$ cat config.mk
export PLATFORM = sky130hd
export DESIGN_NAME = rqps_cell
export DESIGN_NICKNAME = d
export VERILOG_FILES = /design/src/sv/rqps_pkg.sv /design/src/sv/rqps_cell.sv
export SDC_FILE = /design/constraint.sdc
export NUM_CORES = 1
export LEC_CHECK = 0
export ABC_AREA = 0
export BUFFER_PORTS_ARGS = -buffer_cell sky130_fd_sc_hd__buf_2
export CAP_MARGIN = 15
export CORE_MARGIN = 8
export CORE_UTILIZATION = 26
export CTS_CLUSTER_SIZE = 24
export DETAILED_ROUTE_END_ITERATION = 7
export GPL_ROUTABILITY_DRIVEN = 0
export SYNTH_ARGS = -nofsm -noshare
export SYNTH_HDL_FRONTEND = slang
export SYNTH_SLANG_ARGS = --single-unit
$ cat constraint.sdc
create_clock -name clk_i -period 10.5 [get_ports clk_i]
set_input_delay 1.05 -clock clk_i [delete_from_list [all_inputs] [get_ports clk_i]]
set_output_delay 1.05 -clock clk_i [all_outputs]
set_load 0.01 [all_outputs]
$ cat src/sv/rqps_pkg.sv
`timescale 1ns / 1ps
// ----------------------------------------------------------------------------
// Ready queue policy select: shared package
// Sizes, operation and status codes, and the types passed along the cell row.
// ----------------------------------------------------------------------------
`default_nettype none

package rqps_pkg;

  // Queue and thread table sizes.
  localparam int QUEUE_DEPTH = 64;
  localparam int NUM_THREADS = 16;

  // Field widths.
  localparam int THREAD_W = 4;
  localparam int BURST_W  = 16;
  localparam int LEN_W    = 16;
  localparam int RT_W     = 32;
  localparam int OCC_W    = 7;
  localparam int KEY_W    = 32;

  // Derived widths.
  localparam int IDX_W     = $clog2(QUEUE_DEPTH);
  localparam int CNT_W     = $clog2(QUEUE_DEPTH + 1);
  localparam int THR_IDX_W = (NUM_THREADS > 1) ? $clog2(NUM_THREADS) : 1;

  // Operation codes.
  typedef enum logic [1:0] {
    FN_PUSH = 2'd0,
    FN_POP  = 2'd1,
    FN_SET  = 2'd2,
    FN_NOP  = 2'd3
  } func_e;

  // Selection policies.
  typedef enum logic [1:0] {
    FCFS     = 2'd0,
    SJF      = 2'd1,
    PRIO     = 2'd2,
    VRUNTIME = 2'd3
  } policy_e;

  // Result status codes.
  typedef enum logic [1:0] {
    ST_OK     = 2'd0,
    ST_POPPED = 2'd1,
    ST_EMPTY  = 2'd2,
    ST_FULL   = 2'd3
  } status_e;

  // One queued burst, with a copy of its thread's virtual runtime.
  typedef struct packed {
    logic [THREAD_W-1:0] thread;
    logic [BURST_W-1:0]  burst;
    logic [LEN_W-1:0]    len;
    logic [RT_W-1:0]     vrt;
  } entry_t;

  // Best candidate so far, handed from a cell to its right neighbor.
  typedef struct packed {
    logic [KEY_W-1:0] key;
    logic [IDX_W-1:0] idx;
    entry_t           ent;
  } best_t;

  // Control broadcast from the sequencer to every cell.
  typedef struct packed {
    policy_e             policy;
    logic [CNT_W-1:0]    count;
    logic                push_en;
    entry_t              push_entry;
    logic                pop_en;
    logic [IDX_W-1:0]    pop_slot;
    logic                set_en;
    logic [THREAD_W-1:0] set_thread;
    logic [RT_W-1:0]     set_value;
  } cell_ctrl_t;

endpackage

`default_nettype wire

$ cat src/sv/rqps_cell.sv
`timescale 1ns / 1ps
// ----------------------------------------------------------------------------
// Ready queue policy select: queue cell
// Holds one queue slot and passes the running best candidate to the right.
// ----------------------------------------------------------------------------
`default_nettype none

module rqps_cell (
  input  logic                       clk_i,
  input  logic [rqps_pkg::IDX_W-1:0] idx_i,
  input  rqps_pkg::cell_ctrl_t       ctrl_i,
  input  rqps_pkg::entry_t           next_i,
  input  rqps_pkg::best_t            prev_i,
  output rqps_pkg::entry_t           ent_o,
  output rqps_pkg::best_t            best_o
);

  rqps_pkg::entry_t          ent_q, ent_d;
  rqps_pkg::best_t           best_q, best_d;
  rqps_pkg::best_t           own;
  logic [rqps_pkg::KEY_W-1:0] key;
  logic                      occupied;

  assign occupied = rqps_pkg::CNT_W'(idx_i) < ctrl_i.count;

  // Selection key of this slot; a smaller key wins.
  always_comb begin
    case (ctrl_i.policy)
      rqps_pkg::SJF:      key = rqps_pkg::KEY_W'(ent_q.len);
      rqps_pkg::PRIO:     key = rqps_pkg::KEY_W'(ent_q.thread);
      rqps_pkg::VRUNTIME: key = rqps_pkg::KEY_W'(ent_q.vrt);
      default:            key = '0;
    endcase
  end

  assign own = '{key: key, idx: idx_i, ent: ent_q};

  // Compare with the left neighbor; the older slot keeps a tie.
  always_comb begin
    if (!occupied) begin
      best_d = prev_i;
    end else if (idx_i == '0) begin
      best_d = own;
    end else if (key < prev_i.key) begin
      best_d = own;
    end else begin
      best_d = prev_i;
    end
  end

  // Slot update: append, close the gap after a removal, or refresh runtime.
  always_comb begin
    ent_d = ent_q;
    if (ctrl_i.push_en && (rqps_pkg::CNT_W'(idx_i) == ctrl_i.count)) begin
      ent_d = ctrl_i.push_entry;
    end
    if (ctrl_i.pop_en && (idx_i >= ctrl_i.pop_slot)) begin
      ent_d = next_i;
    end
    if (ctrl_i.set_en && (ent_q.thread == ctrl_i.set_thread)) begin
      ent_d.vrt = ctrl_i.set_value;
    end
  end

  always_ff @(posedge clk_i) begin
    ent_q  <= ent_d;
    best_q <= best_d;
  end

  assign ent_o  = ent_q;
  assign best_o = best_q;

endmodule

`default_nettype wire

==> results.txt <==
setup ws final - 5290 ps
core area - 0.0324 mm²
TritonCTS Buffers - 17
Pins Over Slew Limit - 0
sequential power share - 0.422
number of global-route vias before repair - 7,904
crit path launch type - input pin
root buf cell - clkbuf_16
die width - 197 µm
vias per cell - 4.38
clock tree sinks - 174
worst endpoint required time - 10,840 ps
Psw - 616 µW
cts-stage hold buffer count - 0
initial core utilization - 0.263
Worst Tran Pin Value - 1080 ps
largest net degree at the start of global routing - 69
Die Ht - 197 µm
Switching Fraction - 0.298
status - completed
Synth-to-Final Area Change - 39.8%
CTS tree - done
Mean Syn Cell Area - 10.8 µm²
Synth cell types - 33
GRT Util Overall - 0.165
DR WL met2 - 16,200 µm
DR WL met3 - 2730 µm
Crit Path Category - in -> reg
initial drt markers - 341
PD cells - 173 mW/mm²
Seq/Total Area, Yosys - 0.489
#FFs+latches synth - 174
DP Worst Slack - 4690 ps
crit end category - register
num ports - 477
RSZ-0062 raised after global routing - no
final WL - 32,900 µm
post-route ant nets - 0
combinational share of power - 0.253
most frequent cells in the layout - 476 x buf_2, 187 x nand2_1, 106 x dfxtp_1
postcts setup bufs - 0
Yosys Warn Count - 0
nets@finish - 1,595
commonest non-fill, non-tap cell in the layout - buf_2
worst-path maximum fanout - 40
grt total ovfl - 0
final setup skew - 11.6 ps
Metal-1 WL - 13,200 µm
router iterations before antenna repair - 6
H-tree depth - 4
Worst VDD drop - 0.115 mV
final hold vios - 0
Slew headroom - 0.280
share of cells above drive strength 1 - 0.490
crit share post-route - 0.496
PostCTS Resize Cnt - 0
hpwl dp - 26,800 µm
post-layout minimum cycle time - 5210 ps
drt wl/cell - 19.3 µm
post-route DRC violation count - 0
Final TNS setup - 0 ps
Post-Syn Instances - 789
max-cap violations - 0
Clock Power Share - 0.325
mapped cell area - 0.00851 mm²
CTS max path bufs - 2
Syn Nets - 1,135
Site Rows - 66
clock insertion delay at the later pin of the skew report - 450 ps
Worst EP arrival - 5550 ps
DR top layer - met5
Hold Crit Class - reg -> reg
Buffers on Ports - 476
Worst-path clk slew - 70 ps
first-pass GRT wire length - 47,900 µm
final setup vio count - 0
die area - 0.0388 mm²
vias - 7,471
FMAX - 192 MHz
Int Pwr - 1.45 mW
static leakage - 6.08 nW
initial antenna violation count - 6
state kept, by name, indices dropped and copies added (netlist names):
register	count
best_o	106
ent_o	68
worst max-delay path, cell delays in order:
cell and delay [ps]:
buf_2 570, mux2i_1 260, nor2b_1 80, ha_1 310
nand4_1 180, or4_1 530, o211ai_1 280, a21o_1 410
and2_4 680, buf_4 750, mux2_4 350
final timing paths:
kind | from | end | slack [ps] | depth (start not counted)
min reg2reg | ent_o[56] | best_o[56] | 500 | 1
max | ctrl_i[121] | best_o[76] | 5290 | 11
max reg2reg | ent_o[47] | best_o[76] | 6050 | 10
min | ent_o[56] | best_o[56] | 500 | 1
logic make-up after synthesis:
logic type,share of synthesized area
AOI/OAI and AO/OA,0.0547
xor gates and xnor gates,0.00412
adders and majority gates,0.0632
buffers and inverters,0.0499
DFF,0.489
muxes,0.196
and+or+nand+nor,0.142
synth_stat cells:
master | number | area share
nand2_1 | 187 | 0.082
dfxtp_1 | 106 | 0.25
mux2_4 | 100 | 0.18
edfxtp_1 | 68 | 0.24
inv_1 | 49 | 0.022
ha_1 | 43 | 0.063
nor2_1 | 37 | 0.016
a31oi_1 | 33 | 0.024
clkbuf_1 | 27 | 0.012
and3_1 | 17 | 0.012
mux2i_1 | 17 | 0.020
a21oi_1 | 15 | 0.0088
nor2b_1 | 13 | 0.0096
buf_6 | 12 | 0.016
nand3_1 | 11 | 0.0065
o21ai_0 | 10 | 0.0059
nand4_1 | 9 | 0.0066
o21ai_1 | 7 | 0.0041
a211oi_1 | 4 | 0.0035
a21o_1 | 3 | 0.0026
nor3_1 | 3 | 0.0018
o211ai_1 | 3 | 0.0026
xor2_1 | 3 | 0.0031
nand2b_1 | 2 | 0.0015
nor4_1 | 2 | 0.0015
a221oi_1 | 1 | 0.0010
a221oi_2 | 1 | 0.0018
and2_1 | 1 | 0.00074
buf_1 | 1 | 0.00044
nand3b_1 | 1 | 0.00088
nand4b_1 | 1 | 0.0010
or4_1 | 1 | 0.00088
xnor2_1 | 1 | 0.0010
metal layers:
layer,GRT usage,up-vias
met5,0,-
met4,0.0593,8
met3,0.0638,42
met2,0.284,316
met1,0.184,3471
li1,-,3634
stage by stage:
step	instance area, µm²	cells	util	total power [mW]	hold WS, ps
floorplan	8510	789	-	1.17	554
global placement	11300	1672	0.349	1.41	484
detailed placement	11300	1672	0.349	1.42	489
CTS	11900	1704	0.367	2.10	502
global route	11900	1706	0.367	2.17	514
finish	11900	1706	0.367	2.06	501
power by group through the flow:
stage / clock [mW] / combinational, mW / sequential (mW)
final: 0.670 / 0.522 / 0.871
after global routing: 0.719 / 0.569 / 0.883
after CTS: 0.691 / 0.533 / 0.875
after detailed placement: 0 / 0.532 / 0.889
after global placement: 0 / 0.524 / 0.890
after floorplan: 0 / 0.254 / 0.919
area by class of cell:
class	instances	area [µm²]
repair buffers	481	2420
diodes	2	5.00
inverters	49	184
flip-flops and latches	174	4160
well taps	442	553
multi-input cells	526	3960
fillers	3313	20500
clock inverters	15	183
clock buffers	17	425
Note: power is estimated with default switching activity, not from simulation.
